[config.mk]
export PLATFORM = sky130hd
export DESIGN_NAME = pnp_resource_descriptor_parser_core
export DESIGN_NICKNAME = d
export VERILOG_FILES = /design/src/rtl/core/pnp_rdp_pkg.sv /design/src/rtl/core/pnp_resource_descriptor_parser_core.sv /design/src/rtl/core/pnp_rdp_decode.sv
export VERILOG_INCLUDE_DIRS = /design/src /design/src/rtl/core
export SDC_FILE = /design/constraint.sdc
export NUM_CORES = 1
export LEC_CHECK = 0
export BUFFER_PORTS_ARGS = -buffer_cell sky130_fd_sc_hd__buf_2
export CORE_MARGIN = 1.5
export CORE_UTILIZATION = 61
export CTS_BUF_LIST = sky130_fd_sc_hd__clkbuf_16
export DETAILED_ROUTE_END_ITERATION = 8
export GPL_TIMING_DRIVEN = 1
export PLACE_DENSITY = 0.8
export SLEW_MARGIN = 25
export SYNTH_ARGS = -nofsm -noshare
export SYNTH_HDL_FRONTEND = slang
export SYNTH_SLANG_ARGS = --single-unit
[constraint.sdc]
create_clock -name i_clk -period 6.95 [get_ports i_clk]
set_clock_uncertainty 0.1 [all_clocks]
set_input_delay 1.39 -clock i_clk [delete_from_list [all_inputs] [get_ports i_clk]]
set_output_delay 1.39 -clock i_clk [all_outputs]
set_load 0.05 [all_outputs]
[src/rtl/core/pnp_resource_descriptor_parser_core_macros.svh]
// Assertion macros for the resource descriptor parser core.
// Included by the top level; uses the including module's i_clk and i_rst_n.
`ifndef PNP_RESOURCE_DESCRIPTOR_PARSER_CORE_MACROS_SVH
`define PNP_RESOURCE_DESCRIPTOR_PARSER_CORE_MACROS_SVH

// Same-cycle implication, sampled on i_clk, off while reset is held.
`define PNP_ASSERT_NOW(label, ante, cons) \
    label: assert property (@(posedge i_clk) disable iff (!i_rst_n) \
        (ante) |-> (cons)) else $error("pnp parser check failed");

// Next-cycle implication, sampled on i_clk, off while reset is held.
`define PNP_ASSERT_NEXT(label, ante, cons) \
    label: assert property (@(posedge i_clk) disable iff (!i_rst_n) \
        (ante) |=> (cons)) else $error("pnp parser check failed");

`endif

[src/rtl/core/pnp_rdp_pkg.sv]
// Shared types, codes and helpers for the resource descriptor parser.
// No dependencies; used by pnp_rdp_decode and the core top level.
package pnp_rdp_pkg;

    localparam int DEF_CAPTURE_BYTES = 20;
    localparam int IDX_W             = 17;

    typedef logic [7:0]  t_byte;
    typedef logic [1:0]  t_kind;

    // Resource record kinds
    localparam t_kind KIND_MEM = 2'd0;
    localparam t_kind KIND_IO  = 2'd1;
    localparam t_kind KIND_IRQ = 2'd2;
    localparam t_kind KIND_DMA = 2'd3;

    // Large item types (tag bits 6:0)
    localparam logic [6:0] LTYPE_MEM24    = 7'h01;
    localparam logic [6:0] LTYPE_MEM32    = 7'h05;
    localparam logic [6:0] LTYPE_FIXMEM32 = 7'h06;

    // Small item types (tag bits 6:3)
    localparam logic [3:0] STYPE_IRQ   = 4'h4;
    localparam logic [3:0] STYPE_DMA   = 4'h5;
    localparam logic [3:0] STYPE_IO    = 4'h8;
    localparam logic [3:0] STYPE_FIXIO = 4'h9;
    localparam logic [3:0] STYPE_END   = 4'hF;

    typedef struct packed {
        t_kind       kind;
        logic [31:0] start;
        logic [31:0] length;
    } t_record;

    typedef struct packed {
        logic       found;
        logic [3:0] pos;
    } t_top_bit;

    // Highest set bit of a 16-bit mask
    function automatic t_top_bit top_bit16(input logic [15:0] mask);
        t_top_bit res;
        res = '0;
        for (int i = 0; i < 16; i++) begin
            if (mask[i]) begin
                res.found = 1'b1;
                res.pos   = 4'(i);
            end
        end
        return res;
    endfunction

endpackage

[src/rtl/core/pnp_resource_descriptor_parser_core.sv]
// Plug and Play resource data parser, top level. Uses pnp_rdp_pkg and
// pnp_rdp_decode; assertions come from the core macros header.
//
// Input channel: one resource data byte per beat (i_valid/o_ready) with
// i_node_start flagging the first byte of a node and i_node_last the last.
// Output channel: one resource record per beat (o_valid/i_ready): kind,
// start and length. Bytes that finish no record produce no output beat.
// A record is registered from the byte that closes its item. Throughput:
// one byte per cycle unless stalled; tag decode, the capture write and
// the record decode all sit between the parser state and output register.
// Stall: while a record waits in the output register and i_ready is low,
// o_ready drops; with i_ready high a new byte is taken in the same cycle
// the pending record leaves.
// Reset: parser expects a tag, output register is empty.
`include "pnp_resource_descriptor_parser_core_macros.svh"

module pnp_resource_descriptor_parser_core
    import pnp_rdp_pkg::*;
#(
    parameter int CAPTURE_BYTES = DEF_CAPTURE_BYTES
) (
    input  logic        i_clk,
    input  logic        i_rst_n,
    input  logic        i_valid,
    output logic        o_ready,
    input  logic [7:0]  i_data_byte,
    input  logic        i_node_start,
    input  logic        i_node_last,
    output logic        o_valid,
    input  logic        i_ready,
    output logic [1:0]  o_resource_kind,
    output logic [31:0] o_range_start,
    output logic [31:0] o_range_length
);

    localparam int CAP_W = $clog2(CAPTURE_BYTES);

    // Parser modes
    localparam logic [1:0] MODE_TAG  = 2'd0;
    localparam logic [1:0] MODE_ITEM = 2'd1;
    localparam logic [1:0] MODE_STOP = 2'd2;

    logic [1:0]                     r_mode, n_mode;
    t_byte                          r_tag, n_tag;
    logic [IDX_W-1:0]               r_total, n_total;
    logic [IDX_W-1:0]               r_idx, n_idx;
    logic [CAPTURE_BYTES-1:0][7:0]  r_cap, n_cap;
    logic                           r_out_valid;
    t_record                        r_out;

    logic       accept;
    logic [1:0] mode_cur;
    logic       done, zero_len, closeable, close_item;
    logic       dec_valid;
    t_record    dec_rec;

    assign o_ready = !r_out_valid || i_ready;
    assign accept  = i_valid && o_ready;

    // Next parser state for the byte at the input
    always_comb begin
        n_mode    = r_mode;
        n_tag     = r_tag;
        n_total   = r_total;
        n_idx     = r_idx;
        n_cap     = r_cap;
        done      = 1'b0;
        zero_len  = 1'b0;
        closeable = 1'b0;
        mode_cur  = i_node_start ? MODE_TAG : r_mode;
        unique case (mode_cur)
            MODE_TAG: begin
                n_cap    = '0;
                n_cap[0] = i_data_byte;
                n_tag    = i_data_byte;
                n_idx    = IDX_W'(1);
                if (i_data_byte[7]) begin
                    n_total   = '0;
                    n_mode    = MODE_ITEM;
                    closeable = 1'b1;
                end else if (i_data_byte[6:3] == STYPE_END) begin
                    n_mode = MODE_STOP;
                end else begin
                    n_total   = IDX_W'(1) + IDX_W'(i_data_byte[2:0]);
                    n_mode    = MODE_ITEM;
                    closeable = 1'b1;
                    if (i_data_byte[2:0] == 3'd0) begin
                        done     = 1'b1;
                        zero_len = 1'b1;
                    end
                end
            end
            MODE_ITEM: begin
                closeable = 1'b1;
                if (r_idx < IDX_W'(CAPTURE_BYTES)) begin
                    n_cap[r_idx[CAP_W-1:0]] = i_data_byte;
                end
                n_idx = r_idx + IDX_W'(1);
                // Large item: length known once the header is in
                if (r_tag[7] && n_idx == IDX_W'(3)) begin
                    n_total = IDX_W'(3) + IDX_W'({n_cap[2], n_cap[1]});
                    if ({n_cap[2], n_cap[1]} == 16'h0000) begin
                        zero_len = 1'b1;
                    end
                end
                if ((n_idx >= IDX_W'(3) || !r_tag[7]) && n_idx == n_total) begin
                    done = 1'b1;
                end
            end
            default: begin
                n_mode = MODE_STOP;
            end
        endcase
        close_item = closeable && (done || i_node_last);
        if (close_item) begin
            n_mode = (i_node_last || zero_len) ? MODE_STOP : MODE_TAG;
        end
    end

    pnp_rdp_decode #(
        .CAPTURE_BYTES (CAPTURE_BYTES)
    ) u_decode (
        .i_tag       (n_tag),
        .i_cap       (n_cap),
        .o_rec_valid (dec_valid),
        .o_rec       (dec_rec)
    );

    // Parser state
    always_ff @(posedge i_clk) begin
        if (!i_rst_n) begin
            r_mode  <= MODE_TAG;
            r_tag   <= '0;
            r_total <= '0;
            r_idx   <= '0;
        end else if (accept) begin
            r_mode  <= n_mode;
            r_tag   <= n_tag;
            r_total <= n_total;
            r_idx   <= n_idx;
        end
    end

    // Capture bytes; every new tag clears them
    always_ff @(posedge i_clk) begin
        if (accept) begin
            r_cap <= n_cap;
        end
    end

    // Output register
    always_ff @(posedge i_clk) begin
        if (!i_rst_n) begin
            r_out_valid <= 1'b0;
        end else if (accept) begin
            r_out_valid <= close_item && dec_valid;
        end else if (i_ready) begin
            r_out_valid <= 1'b0;
        end
    end

    always_ff @(posedge i_clk) begin
        if (accept && close_item && dec_valid) begin
            r_out <= dec_rec;
        end
    end

    assign o_valid         = r_out_valid;
    assign o_resource_kind = r_out.kind;
    assign o_range_start   = r_out.start;
    assign o_range_length  = r_out.length;

    // Checks
    `PNP_ASSERT_NOW(a_stall_blocks_input, o_valid && !i_ready, !o_ready)
    `PNP_ASSERT_NEXT(a_stopped_no_record,
        accept && r_mode == MODE_STOP && !i_node_start, !o_valid)
    `PNP_ASSERT_NOW(a_irq_dma_shape,
        o_valid && (o_resource_kind == KIND_IRQ || o_resource_kind == KIND_DMA),
        o_range_length == 32'd1 && o_range_start < 32'd16)
    `PNP_ASSERT_NEXT(a_end_tag_silent,
        accept && (i_node_start || r_mode == MODE_TAG) && !i_data_byte[7]
            && i_data_byte[6:3] == STYPE_END, !o_valid)

endmodule

[src/rtl/core/pnp_rdp_decode.sv]
// Item decoder: turns a finished item's tag and captured bytes into a record.
// Depends on pnp_rdp_pkg.
module pnp_rdp_decode
    import pnp_rdp_pkg::*;
#(
    parameter int CAPTURE_BYTES = DEF_CAPTURE_BYTES
) (
    input  t_byte                          i_tag,
    input  logic [CAPTURE_BYTES-1:0][7:0]  i_cap,
    output logic                           o_rec_valid,
    output t_record                        o_rec
);

    logic [15:0] w16_at1, w16_at2, w16_at4, w16_at10;
    logic [31:0] w32_at4, w32_at8, w32_at16;
    t_top_bit    irq_bit, dma_bit;

    // Little-endian fields at fixed offsets
    assign w16_at1  = {i_cap[2],  i_cap[1]};
    assign w16_at2  = {i_cap[3],  i_cap[2]};
    assign w16_at4  = {i_cap[5],  i_cap[4]};
    assign w16_at10 = {i_cap[11], i_cap[10]};
    assign w32_at4  = {i_cap[7],  i_cap[6],  i_cap[5],  i_cap[4]};
    assign w32_at8  = {i_cap[11], i_cap[10], i_cap[9],  i_cap[8]};
    assign w32_at16 = {i_cap[19], i_cap[18], i_cap[17], i_cap[16]};

    assign irq_bit = top_bit16(w16_at1);
    assign dma_bit = top_bit16({8'h00, i_cap[1]});

    // Record select by item type
    always_comb begin
        o_rec_valid = 1'b0;
        o_rec       = '0;
        if (i_tag[7]) begin
            unique case (i_tag[6:0])
                LTYPE_MEM24: begin
                    o_rec_valid  = 1'b1;
                    o_rec.kind   = KIND_MEM;
                    o_rec.start  = {8'h00, w16_at4, 8'h00};
                    o_rec.length = {8'h00, w16_at10, 8'h00};
                end
                LTYPE_MEM32: begin
                    o_rec_valid  = 1'b1;
                    o_rec.kind   = KIND_MEM;
                    o_rec.start  = w32_at4;
                    o_rec.length = w32_at16;
                end
                LTYPE_FIXMEM32: begin
                    o_rec_valid  = 1'b1;
                    o_rec.kind   = KIND_MEM;
                    o_rec.start  = w32_at4;
                    o_rec.length = w32_at8;
                end
                default: ;
            endcase
        end else begin
            unique case (i_tag[6:3])
                STYPE_IRQ: begin
                    o_rec_valid  = irq_bit.found;
                    o_rec.kind   = KIND_IRQ;
                    o_rec.start  = 32'(irq_bit.pos);
                    o_rec.length = 32'd1;
                end
                STYPE_DMA: begin
                    o_rec_valid  = dma_bit.found;
                    o_rec.kind   = KIND_DMA;
                    o_rec.start  = 32'(dma_bit.pos);
                    o_rec.length = 32'd1;
                end
                STYPE_IO: begin
                    o_rec_valid  = (i_cap[7] != 8'h00);
                    o_rec.kind   = KIND_IO;
                    o_rec.start  = 32'(w16_at2);
                    o_rec.length = 32'(i_cap[7]);
                end
                STYPE_FIXIO: begin
                    o_rec_valid  = 1'b1;
                    o_rec.kind   = KIND_IO;
                    o_rec.start  = 32'(w16_at1[9:0]);
                    o_rec.length = 32'(i_cap[3]);
                end
                default: ;
            endcase
        end
    end

endmodule
==> flow_metrics.tcl <==
set metrics [dict create \
    postCtsSetupRepairBufs 0 \
    holdWs_ns 0.363 \
    yosys_warnings 0 \
    cp.arrival_ns 5.90 \
    grt_max_degree 80 \
    switching_share_pct 25.5 \
    intPower_mw 2.34 \
    worst-slew-pin-transition_ns 1.03 \
    cts.repair.resized 0 \
    clock_latency_ns 0.54 \
    finalMaxSlewViolations 0 \
    portBuffers 81 \
    synth_top_flop_cell "edfxtp_1" \
    pwr-share-comb_pct 9.5 \
    yosysMostFrequentCell "edfxtp_1" \
    crit_path_end_kind "flip-flop" \
    async_flop_share_pct 0 \
    synth_area_leader_cell "edfxtp_1" \
    die_h_um 144 \
    syn_inst 1179 \
    p_clk_share_pct 40.5 \
    antennaDiodeCount 0 \
    cp-start-kind "flip-flop" \
    cts_buffers 24 \
    vdd_drop_max_mv 0.177 \
    dieArea_mm2 0.0209 \
    hold_viol 0 \
    path_cells "nor4_1, and4_1, nor2_1, a21oi_1, ha_1, nor3_1, mux2i_1, a21oi_1, nand2_1, xor2_1, xnor2_1, a2111oi_0, nand4_1, nand2_1, and3_2, buf_12" \
    period_needed_ns 5.78 \
    switchingPower_mw 0.800 \
    grt_pass1_wl_um 52800 \
    power_frac_seq_pct 50.0 \
    first_pass_iters 8 \
    synthTopCellsByArea "edfxtp_1 46%, a22o_1 7.8%, dfxtp_1 7.4%" \
    routed_wl_um 34600 \
    ant_nets 0 \
    htree_levels 1 \
    min_path_cells 2 \
    antenna_found_initial 0 \
    drv_cap 0 \
    drive_above_1_share_pct 12.9 \
    yosys.area.top_type_share_pct 45.7 \
    rsz0062_at_grt "false" \
    drc 0 \
    yosys-top-cells-count "186 x edfxtp_1, 146 x nor2_1, 109 x a22o_1, 75 x nand2_1, 68 x a21oi_1" \
    vias 10300 \
    grt_pass1_vias 9436 \
    placement_rows 51 \
    syn_area_per_cell_um2 10.4 \
    synth.distinct_cells 74 \
    syn-num-nets 1201 \
    hpwlAfterDp_um 22500 \
    fin_setup_tns_ns 0 \
    max_stage_delay_ns 0.73 \
    drt_iter0_markers 1462 \
    globalplace.congestion 0.979 \
    nets 1243 \
    worst_ep_required_time_ns 7.07 \
    core_mm2 0.0195 \
    worstPathMaxFanout 42 \
    cts_sinks 231 \
    ys_ff_latch 231 \
    dieWidth_um 144 \
    routed_via_density 6.82 \
    initial_utilization_pct 62.5 \
    r2r_cells 16 \
    fmax_mhz 173 \
    min_period_over_period_pct 83.1 \
    status "finished clean" \
    syn-cell-area_mm2 0.0122 \
    wl_per_cell_um 23.0 \
    ys_seq_area_share_pct 53.1 \
    area_growth_pct 10.9 \
    final-setup-viol-count 0 \
    clkTransAtPathRegs_ns 0.07 \
    gr-usage-all-layers_pct 33.2 \
    fill_cells 1507 \
    io_pins 82 \
    tritoncts "done" \
    path_class "reg -> reg" \
    cts-root-buf "clkbuf_16" \
    clockBufferDepth 3 \
    overflow 0 \
    worstHoldPathType "reg -> reg" \
    cts-hold-fix-buffers 0 \
    crit_slowest_cell "nor4_1" \
    p_leak_nw 4.88 \
    slew_headroom_pct 30.8 \
    power.density_mw_per_mm2 232 \
    synth-edff-count 186 \
]
[critical path, delay by kind of cell, from the launching register on]
family,cells,cell delay [ns]
flip-flops,1,0.38
buffers and inverters,1,0.32
adder cells (fa/ha/maj),1,0.41
multiplexers,1,0.28
AO/OA/AOI/OAI,3,0.99
AND/OR/NAND/NOR,8,2.61
XOR/XNOR,2,0.36
[logic make-up (layout without fill, tap and decap cells)]
family,count (synthesis),in the layout,synth area share (%)
AOI/OAI and AO/OA,373,373,21.7
adders and majority gates,8,8,0.820
buffers and inverters,118,178,3.83
and+or+nand+nor,383,383,15.4
xor gates and xnor gates,47,47,3.48
muxes,19,19,1.60
DFF,231,231,53.1
[power by group through the flow]
stage                     clock (mW)  combinational (mW)  sequential, mW
after detailed placement           0               0.289            1.60
after CTS                       1.28               0.291            1.57
final                           1.27               0.299            1.57
after floorplan                    0               0.194            1.60
after global routing            1.33               0.319            1.57
after global placement             0               0.286            1.60
[worst paths after layout]
path	endpoint	start	slack, ns
setup / recovery	o_range_start[17]	r_idx[10]	1.17
setup reg to reg	o_range_start[17]	r_idx[10]	1.17
hold reg to reg	r_tag[2]	r_tag[2]	0.36
hold / removal	r_tag[2]	r_tag[2]	0.36
[flip-flops by register name, indices dropped and copies added, names as in the netlist]
signal	count
r_mode	2
r_total	17
r_tag	8
r_cap	120
o_resource_kind	2
o_range_length	32
r_idx	17
o_valid	1
o_range_start	32
[cell usage in the layout (no fill, tap or decap), types with 5 or more instances in the layout]
cell type	n
a31oi_1	6
o21ai_0	51
nand2_1	75
xor2_1	20
nand3b_1	5
and3_1	7
nor4_1	7
a22o_1	109
mux2i_1	14
nand2b_1	10
nor2b_1	5
buf_2	81
nor2_1	146
nand4_1	19
ha_1	8
edfxtp_1	186
xnor2_1	26
and2_1	11
dfxtp_1	45
clkinvlp_4	6
buf_4	15
clkbuf_16	24
or3_1	13
a222oi_1	13
and4_1	5
a22oi_1	58
inv_1	34
a211oi_1	6
nor3_1	18
o22ai_1	17
nor3b_1	7
o21ai_1	9
a21oi_1	67
nand3_1	32
[layout make-up]
type / count / area (um2) / share of cell area, %
well taps: 265 / 332 / 2.45
repair buffers: 97 / 538 / 3.97
multi-input cells: 830 / 5270 / 38.9
clock inverters: 20 / 179 / 1.32
flip-flops and latches: 231 / 6490 / 47.9
clock buffers: 24 / 601 / 4.43
inverters: 37 / 141 / 1.04
[routing by layer]
layer	global-route usage (%)	wire [um]	share of wire, %	up-vias
met1	47.3	14000	41	4886
li1	-	-	-	4600
met4	11.8	1310	3.8	0
met5	0	0	0	-
met3	5.79	3810	11	93
met2	51.3	15400	45	671
[per-stage QoR]
| step | cells | setup slack, ns | cell area, um2 | power [mW] | utilization [%] |
|---|---|---|---|---|---|
| CTS | 1504 | 1.21 | 13500 | 3.13 | 69.4 |
| global placement | 1460 | 1.30 | 12800 | 1.88 | 65.4 |
| finish | 1504 | 1.17 | 13500 | 3.14 | 69.4 |
| floorplan | 1179 | 0.476 | 12200 | 1.80 | - |
| detailed placement | 1460 | 1.12 | 12800 | 1.89 | 65.4 |
| global route | 1504 | 0.528 | 13500 | 3.22 | 69.4 |
Power figures use the tool's default switching activity.
